`src/rtl/pvi_pkg.sv`:
```
// ============================================================================
// pvi_pkg
// Shared constants for the point vortex induced velocity block.
// ============================================================================
`timescale 1ns / 1ps

package pvi_pkg;

    // Default sizes
    localparam int MAX_VORTICES_DEF = 64;
    localparam int COORD_WIDTH_DEF  = 24;

    // Field widths
    localparam int REQ_W  = 2;
    localparam int TIDX_W = 6;
    localparam int VEL_W  = 32;

    // Request codes
    localparam logic [REQ_W-1:0] REQ_CLEAR  = 2'd0;
    localparam logic [REQ_W-1:0] REQ_APPEND = 2'd1;
    localparam logic [REQ_W-1:0] REQ_QUERY  = 2'd2;

    // Quotient width and round(2^32 / (2*pi))
    localparam int          QUO_W   = 34;
    localparam int          INV_W   = 30;
    localparam logic [29:0] INV_2PI = 30'd683565276;

    // Depth of the queue between front and back (power of two)
    localparam int Q_DEPTH = 4;

endpackage

```
`src/rtl/pvi_fifo.sv`:
```
// ============================================================================
// pvi_fifo
// Small register queue that decouples the front from the back.
// ============================================================================
`timescale 1ns / 1ps

module pvi_fifo import pvi_pkg::*; #(
    parameter int WIDTH = 8,
    parameter int DEPTH = Q_DEPTH
) (
    input  logic             clk,
    input  logic             rst_n,
    input  logic             push_valid,
    output logic             push_ready,
    input  logic [WIDTH-1:0] push_data,
    output logic             pop_valid,
    input  logic             pop_ready,
    output logic [WIDTH-1:0] pop_data
);
    localparam int AW = (DEPTH > 1) ? $clog2(DEPTH) : 1;

    logic [WIDTH-1:0] mem_reg [DEPTH];
    logic [AW-1:0]    wr_ptr_reg;
    logic [AW-1:0]    rd_ptr_reg;
    logic [AW:0]      count_reg;
    logic             do_push;
    logic             do_pop;

    assign push_ready = (count_reg != (AW+1)'(DEPTH));
    assign pop_valid  = (count_reg != '0);
    assign pop_data   = mem_reg[rd_ptr_reg];
    assign do_push    = push_valid && push_ready;
    assign do_pop     = pop_valid && pop_ready;

    // Storage
    always_ff @(posedge clk)
    begin
        if (do_push)
        begin
            mem_reg[wr_ptr_reg] <= push_data;
        end
    end

    // Pointers and fill level
    always_ff @(posedge clk or negedge rst_n)
    begin
        if (!rst_n)
        begin
            wr_ptr_reg <= '0;
            rd_ptr_reg <= '0;
            count_reg  <= '0;
        end
        else
        begin
            if (do_push)
            begin
                wr_ptr_reg <= wr_ptr_reg + 1'b1;
            end
            if (do_pop)
            begin
                rd_ptr_reg <= rd_ptr_reg + 1'b1;
            end
            if (do_push && !do_pop)
            begin
                count_reg <= count_reg + 1'b1;
            end
            else if (do_pop && !do_push)
            begin
                count_reg <= count_reg - 1'b1;
            end
        end
    end
endmodule

```
`config.mk`:
```
export PLATFORM = sky130hd
export DESIGN_NAME = pvi_fifo
export DESIGN_NICKNAME = d
export VERILOG_FILES = /design/src/rtl/pvi_pkg.sv /design/src/rtl/pvi_fifo.sv
export SDC_FILE = /design/constraint.sdc
export NUM_CORES = 1
export LEC_CHECK = 0
export BUFFER_PORTS_ARGS = -buffer_cell sky130_fd_sc_hd__buf_2
export CORE_MARGIN = 3
export CORE_UTILIZATION = 55
export DETAILED_ROUTE_END_ITERATION = 16
export HOLD_SLACK_MARGIN = 0.12
export PLACE_DENSITY = 0.75
export SETUP_SLACK_MARGIN = 0.02
export SLEW_MARGIN = 20
export SYNTH_ARGS = -nofsm -noshare
export SYNTH_HDL_FRONTEND = slang
export SYNTH_SLANG_ARGS = --single-unit
export TNS_END_PERCENT = 50
```
`constraint.sdc`:
```
create_clock -name clk -period 5.4 [get_ports clk]
set_input_delay 1.08 -clock clk [delete_from_list [all_inputs] [get_ports clk]]
set_output_delay 1.08 -clock clk [all_outputs]
set_load 0.005 [all_outputs]
```
; Yosys cells after proc, flatten, opt, wreduce, memory -nomap -nowiden
; Memories as Yosys holds them, arrays and structs flattened.
; Cells that the tools add are included.
[word_totals]
regBits = 7
ram_bits = 32
input_bits = 12
out_inout_bits = 10
wordCells = 21
memories = 1
[mem_list]
columns = memory, words, word_bits, rd, rd_clocked_by_memory_dff, write_ports, line_no
row1 = mem_reg, 4, 8, 1, 0, 1, pvi_fifo.sv:22  ; logic [WIDTH-1:0] mem_reg [DEPTH];
[classes]
add_sub_neg = 4
eq_ne = 1
muxes = 4
n_reduce_logical = 8
[op_table]
columns = operator, n
row1 = $mux W3, 2
row2 = $add A2 B1 Y2 const B, 2
row3 = $logic_and A1 B1 Y1, 4
row4 = $add A3 B1 Y3 const B, 1
row5 = $ne A3 B3 Y1 const B, 1
row6 = $reduce_bool A3 Y1, 1
row7 = $sub A3 B1 Y3 const B, 1
row8 = $logic_not A1 Y1, 2
row9 = $mux W1, 2
row10 = $reduce_bool A2 Y1, 1

; Longest topological paths before layout
[depth]
depth_word = 6
ltp_mapped = 8
depth_no_buf = 8

; Least setup slack after synthesis
; No wires, ideal clock.
[synth_path]
path_kind = in2reg
startpoint = in push_valid
endpoint = reg count_reg[2]
setup_ns = 0.079
t_arrival_ns = 2.348
required_ns = 5.321
setup_slack_ns = 2.973
cell_stages = 7
path_buffers = 0
cell_sequence = a21boi_2 -> ha_1 -> inv_1 -> fa_1 -> xor2_1 -> nor2_1 -> xor2_1
[synth_via]
elab_chain_len = 4
elab_cells_between_ends = 6
cone_classes = 1 x mux / 5 x reduce/logical
[synth_rtl]
columns = element, line_no
row1 = "start, declared", pvi_fifo.sv:13  ; input logic push_valid,
row2 = $logic_and A1 B1 Y1 (*), pvi_fifo.sv:32  ; assign do_push = push_valid && push_ready;
row3 = $logic_not A1 Y1, pvi_fifo.sv:67  ; else if (do_pop && !do_push)
row4 = $logic_and A1 B1 Y1, pvi_fifo.sv:67
row5 = $reduce_bool A2 Y1 (no line), -
row6 = "end signal, assigned", pvi_fifo.sv:65  ; count_reg <= count_reg + 1'b1;
row7 = "end signal, assigned", pvi_fifo.sv:69  ; count_reg <= count_reg - 1'b1;
row8 = "end, declared", pvi_fifo.sv:25  ; logic [AW:0] count_reg;
; Every way passes the cells marked *; elsewhere a longest branch is shown, timed or not.
; A chain may end at the register's enable or synchronous reset.

; Final worst setup path
[layout_path]
startpoint = reg rd_ptr_reg[0]
endpoint = out pop_data[4]
[layout_via]
elab_chain_len = 1
[layout_rtl]
columns = element, line_no
row1 = "start, declared", pvi_fifo.sv:24  ; logic [AW-1:0] rd_ptr_reg;
row2 = "start signal, assigned", pvi_fifo.sv:61  ; rd_ptr_reg <= rd_ptr_reg + 1'b1;
row3 = $mem_v2 Z4 W8, -
row4 = "end, declared", pvi_fifo.sv:18  ; output logic [WIDTH-1:0] pop_data
; Every way passes these cells.

==> impl_metrics.csv <==
group,metric,value,unit
cells_and_area,area_growth_syn_to_layout,11.8,%
cts,cts_tree,"built",
die,initial_core_util,60.6,%
setup_path,r2r_cells,8,
sta,fin_crit,2900,ps
synthesis,ys_ff_latch,39,
power,vdd_drop_max,0.448,mV
setup_path,worstReg2RegEnd,"count_reg[2]",
synthesis,seq_area_frac_synth,71.7,%
cells_and_area,layout.nets,121,
global_route,grt_pass1_vias,798,
cells_and_area,drive_gt1_share,42.3,%
synthesis,syn-cell-area,1580,um2
placed_design,place_inst,126,
synthesis,synth_area_leader_cell,"edfxtp_1",
synthesis,synth_common_cells,"edfxtp_1, mux4_2, dfrtp_1",
synthesis,synthFlopType,"edfxtp_1",
drt,dr.pass1.iters,4,
die,core,2610,um2
drt,drt_iter0_markers,11,
drt,drcViolationCount,0,
job,max-cap-violations,0,
synthesis,syn-num-nets,95,
cts,worst_skew_pair.late_latency,350,ps
sta,timing_hold_violations_final,0,
sta,setup_viol,0,
drt,routedWlPerCell,17.6,um
worst_hold_path,hp-class,"input port to asynchronous set/reset pin",
global_route,track_usage,15.9,%
die,die_y,59.7,um
die,rows,18,
setup_path,path_class,"flop to output pin",
setup_path,cpMaxStageDelayCell,"dfrtp_1",
sta,finalHoldWorstSlack,549,ps
global_route,antenna_found_initial,0,
setup_path,cp_num_cells,2,
placed_design,port-buffer-count,21,
sta,slew_headroom,59.8,%
cts,cts_setup_buffers,0,
global_route,gr-total-overflow,0,
cts,post_cts_resized,0,
drt,via_count,735,
sta,post-route-period-util,53.6,%
synthesis,ys_warn_count,0,
die,fp.dieW,59.7,um
power,leakage,0.654,nW
sta,fmax,345,MHz
setup_path,cp_cell_sequence,"mux4_2 -> buf_2",
synthesis,syn_inst,77,
setup_path,worstPathMaxFanout,10,
cts,h-tree-depth,2,
sta,rsz0062_at_grt,"false",
synthesis,yosys.cell_count.top_type,"edfxtp_1",
cells_and_area,final_util,67.8,%
cts,hold_buffers,0,
global_route,grt_pass1_wl,3780,um
synthesis,ys_async_sr_fraction,17.9,%
synthesis,yosys-top-cells-area,"edfxtp_1, mux4_2, dfrtp_1",
sta,setup_total_negative_slack,0,ps
cts,path_clk_slew,110,ps
cells_and_area,largest_register_ffs,32,
setup_path,r2r-start,"count_reg[2]",
sta,skew,11.2,ps
die,die_area,3560,um2
setup_path,cp_data_arrival_time,1820,ps
synthesis,avgSynthCellArea,20.6,um2
setup_path,path_delay_family,"flip-flops",
global_route,grt_max_degree,14,
cts,clockRootBuffer,"clkbuf_4",
synthesis,ys_types,20,
cells_and_area,antenna-diode-count,0,
status,status,"complete, no violations",
synthesis,netlist.area_leader.share,60.7,%
sta,drv_slew,0,
cells_and_area,finalNonFillerCells,134,
cts,clock_path_buffers,2,
drt,routed_wl,2360,um
power,finalPower,0.900,mW
placed_design,gp_congestion,0.678,
drt,final_antenna_net_count,0,
setup_path,path_buf_inv,1,
setup_path,cp-end-kind,"output pin",
drt,routed_via_density,5.49,
synthesis,synth_edf_count,32,
cts,cts.sinks,39,
power,power.density,508,nW/um2
placed_design,hpwl,1680,um
setup_path,startpoint_type,"flop",
setup_path,required,4320,ps
sta,tightest_slew,603,ps
setup_path,cp_slowest_stage_delay,740,ps
setup_path,rrSetupSlack,3340,ps
die,io_pins,22,
cts,numCtsBuffers,5,
area by class of cell:
cell class              instances  area (um2)
flip-flops and latches         39        1140
fillers                       171         841
multi-input cells              33         424
repair buffers                 21         105
clock buffers                   5        37.5
well taps                      30        37.5
clock inverters                 3        20.0
inverters                       3        11.3
cell usage in the layout (no fill, tap or decap):
cell	n
or3_4	1
nor2_1	1
nand2_1	1
ha_1	5
dfrtp_1	7
a21boi_2	1
fa_1	1
clkinv_2	1
nor2_2	1
xor2_1	2
mux2_2	1
clkinvlp_4	2
xnor2_1	4
mux4_2	8
and2_1	4
nand2_4	1
clkbuf_4	5
inv_1	3
buf_2	21
mux2_4	1
edfxtp_1	32
nand3_2	1
through the flow:
step / setup WS [ps] / area, um2
2_1_floorplan: 2970 / 1580
3_3_place_gp: 2840 / 1710
3_5_place_dp: 2790 / 1710
4_1_cts: 2440 / 1770
5_1_grt: 2350 / 1770
6_report: 2500 / 1770
power by group:
| group | leakage [nW] | switching, mW | internal (mW) |
|---|---|---|---|
| sequential | 0.375 | 0.0704 | 0.407 |
| clock | 0.0272 | 0.0963 | 0.0497 |
| combinational | 0.252 | 0.116 | 0.160 |
metal layers:
layer  share of wire [%]  track usage (%)  vias to the layer above  wire [um]
met5                   0                0                        -          0
met4                0.97             4.75                        0         23
met3                 6.5             7.56                        3        154
met2                  49             25.9                       20       1160
met1                  43             18.9                      364       1030
li1                    -                -                      348          -
cells by family (layout without fill, tap and decap cells):
kind of cell | after synthesis | count (layout) | share of synthesized area (%)
xor gates and xnor gates | 6 | 6 | 3.32
muxes | 10 | 10 | 13.0
adders and majority gates | 6 | 6 | 5.21
buffers and inverters | 5 | 32 | 1.50
AOI/OAI and AO/OA | 1 | 1 | 0.711
and+or+nand+nor | 10 | 10 | 4.50
DFF | 39 | 39 | 71.7
worst max path at each step:
stage	start	end
after floorplan	push_valid	count_reg[2]
after global placement	push_valid	count_reg[2]
after detailed placement	push_valid	count_reg[2]
after CTS	rd_ptr_reg[0]	pop_data[4]
after global routing	rd_ptr_reg[0]	pop_data[4]
final	rd_ptr_reg[0]	pop_data[4]
Note: power is estimated with default switching activity, not from simulation.
