--- config.mk ---
export PLATFORM = sky130hd
export DESIGN_NAME = pvi_front_flat
export DESIGN_NICKNAME = d
export VERILOG_FILES = /design/src/rtl/pvi_pkg.sv /design/src/rtl/pvi_req_if.sv /design/src/rtl/pvi_front.sv /design/src/flat_wrapper.sv
export SDC_FILE = /design/constraint.sdc
export NUM_CORES = 1
export LEC_CHECK = 0
export BUFFER_PORTS_ARGS = -buffer_cell sky130_fd_sc_hd__buf_2
export CAP_MARGIN = 20
export CORE_MARGIN = 5
export CORE_UTILIZATION = 41
export DETAILED_ROUTE_END_ITERATION = 8
export GPL_TIMING_DRIVEN = 0
export PLACE_DENSITY = 0.79
export RECOVER_POWER = 50
export SLEW_MARGIN = 40
export SYNTH_ARGS = -nofsm -noshare
export SYNTH_HDL_FRONTEND = slang
export SYNTH_SLANG_ARGS = --single-unit
--- constraint.sdc ---
create_clock -name clk -period 3.24 [get_ports clk]
set_clock_uncertainty 0.05 [all_clocks]
set_input_delay 0 -clock clk [delete_from_list [all_inputs] [get_ports clk]]
set_output_delay 0 -clock clk [all_outputs]
set_load 0.01 [all_outputs]
--- src/rtl/pvi_pkg.sv ---
// ============================================================================
// pvi_pkg
// Shared constants for the point vortex induced velocity block.
// ============================================================================
`timescale 1ns / 1ps

package pvi_pkg;

    // Default sizes
    localparam int MAX_VORTICES_DEF = 64;
    localparam int COORD_WIDTH_DEF  = 24;

    // Field widths
    localparam int REQ_W  = 2;
    localparam int TIDX_W = 6;
    localparam int VEL_W  = 32;

    // Request codes
    localparam logic [REQ_W-1:0] REQ_CLEAR  = 2'd0;
    localparam logic [REQ_W-1:0] REQ_APPEND = 2'd1;
    localparam logic [REQ_W-1:0] REQ_QUERY  = 2'd2;

    // Quotient width and round(2^32 / (2*pi))
    localparam int          QUO_W   = 34;
    localparam int          INV_W   = 30;
    localparam logic [29:0] INV_2PI = 30'd683565276;

    // Depth of the queue between front and back (power of two)
    localparam int Q_DEPTH = 4;

endpackage

--- src/rtl/pvi_req_if.sv ---
// ============================================================================
// pvi_req_if
// Request channel: clear, append or query transactions.
// ============================================================================
`timescale 1ns / 1ps

interface pvi_req_if import pvi_pkg::*; #(
    parameter int COORD_WIDTH = COORD_WIDTH_DEF
);
    logic                          valid;
    logic                          ready;
    logic [REQ_W-1:0]              req_type;
    logic signed [COORD_WIDTH-1:0] pos_x;
    logic signed [COORD_WIDTH-1:0] pos_y;
    logic signed [COORD_WIDTH-1:0] strength;
    logic [TIDX_W-1:0]             target_index;

    modport source (
        output valid, req_type, pos_x, pos_y, strength, target_index,
        input  ready
    );
    modport sink (
        input  valid, req_type, pos_x, pos_y, strength, target_index,
        output ready
    );
endinterface

--- src/rtl/pvi_front.sv ---
// ============================================================================
// pvi_front
// Accepts request transactions, drops unknown codes, packs them for the queue.
// ============================================================================
`timescale 1ns / 1ps

module pvi_front import pvi_pkg::*; #(
    parameter int COORD_WIDTH = COORD_WIDTH_DEF,
    parameter int QW          = REQ_W + 3 * COORD_WIDTH + TIDX_W
) (
    input  logic          clk,
    input  logic          rst_n,
    pvi_req_if.sink       req,
    output logic          q_valid,
    input  logic          q_ready,
    output logic [QW-1:0] q_data
);
    logic          valid_reg;
    logic [QW-1:0] data_reg;
    logic          known;

    assign req.ready = !valid_reg || q_ready;
    assign q_valid   = valid_reg;
    assign q_data    = data_reg;

    // Only clear, append and query go on; other codes vanish here
    always_comb
    begin
        known = req.req_type inside {REQ_CLEAR, REQ_APPEND, REQ_QUERY};
    end

    always_ff @(posedge clk)
    begin
        if (req.ready)
        begin
            data_reg <= {req.req_type, req.pos_x, req.pos_y, req.strength,
                         req.target_index};
        end
    end

    always_ff @(posedge clk or negedge rst_n)
    begin
        if (!rst_n)
        begin
            valid_reg <= 1'b0;
        end
        else if (req.ready)
        begin
            valid_reg <= req.valid && known;
        end
    end
endmodule

--- src/flat_wrapper.sv ---
// flat-port wrapper written by rule: the top's interface ports become plain ports
module pvi_front_flat import pvi_pkg::*;
#(
    parameter int COORD_WIDTH = COORD_WIDTH_DEF,
    parameter int QW          = REQ_W + 3 * COORD_WIDTH + TIDX_W
)
  (clk, rst_n, q_valid, q_ready, q_data, req_valid, req_req_type, req_pos_x, req_pos_y, req_strength, req_target_index, req_ready);
  pvi_req_if #(.COORD_WIDTH(COORD_WIDTH)) req_i ();
  input  logic clk;
  input  logic rst_n;
  output logic q_valid;
  input  logic q_ready;
  output logic [QW-1:0] q_data;
  input wire logic [$bits(req_i.valid)-1:0] req_valid;
  input wire logic [$bits(req_i.req_type)-1:0] req_req_type;
  input wire logic [$bits(req_i.pos_x)-1:0] req_pos_x;
  input wire logic [$bits(req_i.pos_y)-1:0] req_pos_y;
  input wire logic [$bits(req_i.strength)-1:0] req_strength;
  input wire logic [$bits(req_i.target_index)-1:0] req_target_index;
  output wire logic [$bits(req_i.ready)-1:0] req_ready;
  assign req_i.valid = req_valid;
  assign req_i.req_type = req_req_type;
  assign req_i.pos_x = req_pos_x;
  assign req_i.pos_y = req_pos_y;
  assign req_i.strength = req_strength;
  assign req_i.target_index = req_target_index;
  assign req_ready = req_i.ready;
  pvi_front #(.COORD_WIDTH(COORD_WIDTH), .QW(QW)) u_core (.clk(clk), .rst_n(rst_n), .req(req_i), .q_valid(q_valid), .q_ready(q_ready), .q_data(q_data));
endmodule
Yosys cells after proc, flatten, opt, wreduce, memory -nomap -nowiden. Index checks and enable logic that the tools add are counted.

Register bits: 81.

Eq/ne operators: 2. Reduce and logical (&&, ||, !) cells: 5.

Operators with widths (number): $reduce_bool 3->1 (1); $eq 2x1->1 const B (1); $eq 2x2->1 const B (1); $logic_not 2->1 (1); $logic_and 1x1->1 (1); $logic_not 1->1 (1); $logic_or 1x1->1 (1).

Depth between registers and ports, before layout.
Depth in word-level cells: 3. Gate-level depth with buffers: 2. Gate-level depth less buffers: 2.

Least setup slack after synthesis. OpenSTA, ideal clock, no wires.

Path type: register to register. Start: reg u_core.valid_reg (netlist: u_core.q_valid). End: reg u_core.data_reg[0] (netlist: u_core.q_data[0]) (enable). Library setup time: 0.456 ns. Arrival: 2.333 ns. Path slack: 0.401 ns. Stages on the path, launching flop included: 2. Period minus slack after synthesis: 2.839 ns. Path through: dfrtp_1 > nand2b_1.

Longest elaborated chain between the ends: 2.

RTL lines: from (decl) (RTL line pvi_front.sv:18) `logic valid_reg;`; from (signal assigned) (RTL line pvi_front.sv:49) `valid_reg <= req.valid && known;`; $logic_not 1->1 (RTL line pvi_front.sv:22) `assign req.ready = !valid_reg || q_ready;`; $logic_or 1x1->1 (RTL line pvi_front.sv:22); via req_ready (RTL line flat_wrapper.sv:20) `output wire logic [$bits(req_i.ready)-1:0] req_ready;`; to (signal assigned) (RTL line pvi_front.sv:36) `data_reg <= {req.req_type, req.pos_x, req.pos_y, req.strength,`; to (decl) (RTL line pvi_front.sv:19) `logic [QW-1:0] data_reg;`.

The timed path passes the listed nets, and every way through them passes these cells. A chain may end at the register's enable or synchronous reset.

Worst setup path in the final report.
Start: reg u_core.valid_reg (netlist: u_core.q_valid). End: reg u_core.data_reg[65] (netlist: u_core.q_data[65]) (enable).

Longest elaborated chain between the ends: 2.

RTL lines (RTL line): $logic_not 1->1 (pvi_front.sv:22); $logic_or 1x1->1 (pvi_front.sv:22).

No other way between the ends.

==> impl_metrics.ini <==
[worst_setup_path]
crit_required_ps = 3210
reg2reg_slack_ps = 1650
r2r-end = u_core.q_data[65]$_DFFE_PP_
worst_setup_path_start_kind = flop
cp_max_fo = 45
reg2reg_from = u_core.q_valid$_DFFE_PN0P_
path_cells = nand2b_4 -> buf_12
endpoint_kind = flop
cp_data_arrival_time_ps = 1560
slowest_stage = dfrtp_1
worst-setup-path-type = flop to flop
slowest_delay_ps = 440
r2r_cells = 2

[clocking]
hold_buffers = 83
root_buffer = clkbuf_8
cts.htree.levels = 3
cts_tree = done
clock_latency_ps = 340
cts.sinks = 81
cts_resized = 0
cts_setup_buffers = 0
clockBufferDepth = 2
cts_buffers = 9
clkTransAtPathRegs_ps = 80

[yosys]
yosys-top-cells-area = edfxtp_1, dfrtp_1, a21bo_1
post_synth.cell_area_avg_um2 = 29.1
synthesis.area_um2 = 2450
synth_area_leader_cell = edfxtp_1
synth.most_common_cell = edfxtp_1
synth_flop_cell = edfxtp_1
netlist_instances = 84
ys_top_cells_by_count = edfxtp_1, a21bo_1, dfrtp_1, nand2_1, nand2b_1
yosysTopAreaCellShare = 0.982
yosysWarnings = 0
synthArstFlopShare = 0.0123
yosysSeqAreaShare = 0.992
synth_edf_count = 80
synth_seq_cells = 81
syn_nets = 168
ys_types = 5

[place]
dp_hpwl_um = 4830
portBuffers = 165
place_ws_ps = 1730
gp_congestion = 0.715

[layout]
final_util = 0.745
syn2layout_area_growth_pct = 78.1
final_nets = 428
nFillCells = 350
drive_gt1_frac = 0.375

[routing]
antenna_left = 0
drt_iter0_drc = 135
routed_wl_um = 8340
wire_per_inst_um = 19.6
firstDrtPassIters = 4
vias = 1921
vias_per_cell = 4.52
drc = 0

[power_and_ir_drop]
finalPower_mw = 2.28
ir_drop_uv = 387
power.density_nw_per_um2 = 522
leakage_nw = 1.80

[timing]
slew_viol_final = 0
tightestPinTransition_ps = 529
finalCritPeriodShare = 0.490
rsz0062_at_grt = no
hold_viol_final = 0
timing.slew.headroom = 0.647
setup_violations = 0
layout_min_cycle_time_ps = 1590
max_freq_ghz = 0.630
setup_ws_ps = 1650

[floorplanning]
core_area_um2 = 5850
fp-row-count = 28
start_util = 0.418
dieArea_um2 = 7610
io_pins = 166
dieWidth_um = 87.3
die_h_um = 87.3

[global_routing]
grt_max_degree = 46
antenna_found_initial = 2
track_usage = 0.230
grt_pass1_wl_um = 12300
first_global_vias = 2252
grt-ovfl-total = 0

[hold_path]
hold_class = input pin to flop
hold_path_depth = 2
hp-start = req_pos_x[2]
hold_path_end = u_core.q_data[56]$_DFFE_PP_

[status]
status = finished clean

[run]
max_cap_viol_count = 0
worst max-delay path: cells and delay by family (launching register included):
kind                   cells  cell delay (ps)
DFF                        1              440
and+or+nand+nor            1              440
buffers and inverters      1              320
how the worst max path moves through the flow:
stage                                           from                     endpoint  slack, ps  depth (start not counted)
after CTS                 u_core.q_valid$_DFFE_PN0P_   u_core.q_data[5]$_DFFE_PP_       1720                          2
after global routing      u_core.q_valid$_DFFE_PN0P_  u_core.q_data[65]$_DFFE_PP_       1600                          2
after floorplan           u_core.q_valid$_DFFE_PN0P_   u_core.q_data[0]$_DFFE_PP_        400                          1
final                     u_core.q_valid$_DFFE_PN0P_  u_core.q_data[65]$_DFFE_PP_       1650                          2
after detailed placement  u_core.q_valid$_DFFE_PN0P_  u_core.q_data[35]$_DFFE_PP_       1730                          2
after global placement    u_core.q_valid$_DFFE_PN0P_  u_core.q_data[64]$_DFFE_PP_        -90                          1
sequential cells by signal, indices dropped and copies added (netlist names):
name            flops
u_core.q_data      80
u_core.q_valid      1
where the power goes:
| part | internal [mW] | switching, mW | leakage (nW) |
|---|---|---|---|
| Clock | 0.358 | 0.359 | 0.0905 |
| Sequential | 1.25 | 0.0271 | 0.824 |
| Combinational | 0.144 | 0.141 | 0.887 |
| Total | 1.75 | 0.527 | 1.80 |
kinds of logic after synthesis:
group | Yosys count | synth area share
AO/OA/AOI/OAI | 1 | 0.00409
AND/OR/NAND/NOR | 2 | 0.00409
flip-flops | 81 | 0.992
layout make-up:
type / instances / area, um2 / area share
diodes: 1 / 2.50 / 0.000574
clock buffers: 10 / 128 / 0.0293
clock inverters: 6 / 66.3 / 0.0152
multi-input cells: 3 / 27.5 / 0.00631
flip-flops and latches: 81 / 2430 / 0.557
well taps: 75 / 93.8 / 0.0215
repair buffers: 249 / 1610 / 0.370
placed cells by master (no fill, tap or decap), drive strengths merged:
cell         instances
clkinvlp             2
dlygate4sd3         83
clkbuf              61
diode                1
inv                  1
bufinv               1
buf                115
a21bo                1
dfrtp                1
nand2b               1
clkinv               2
nand2                1
edfxtp              80
per-layer routing:
metal	global-route usage	wire [um]	up-vias
met5	0	9	-
met4	0.100	249	2
met3	0.0956	899	26
met2	0.420	4600	120
met1	0.225	2580	912
li1	-	-	861
through the flow:
stage / TNS [ps] / std cells / hold WS [ps] / instance area (um2)
4_1_cts: 0 / 424 / 294 / 4420
3_5_place_dp: 0 / 325 / -274 / 3390
2_1_floorplan: 0 / 84 / -346 / 2450
3_3_place_gp: -7080 / 324 / -274 / 3370
6_report: 0 / 425 / 314 / 4360
5_1_grt: 0 / 425 / 307 / 4360
Note: power is estimated with default switching activity, not from simulation.
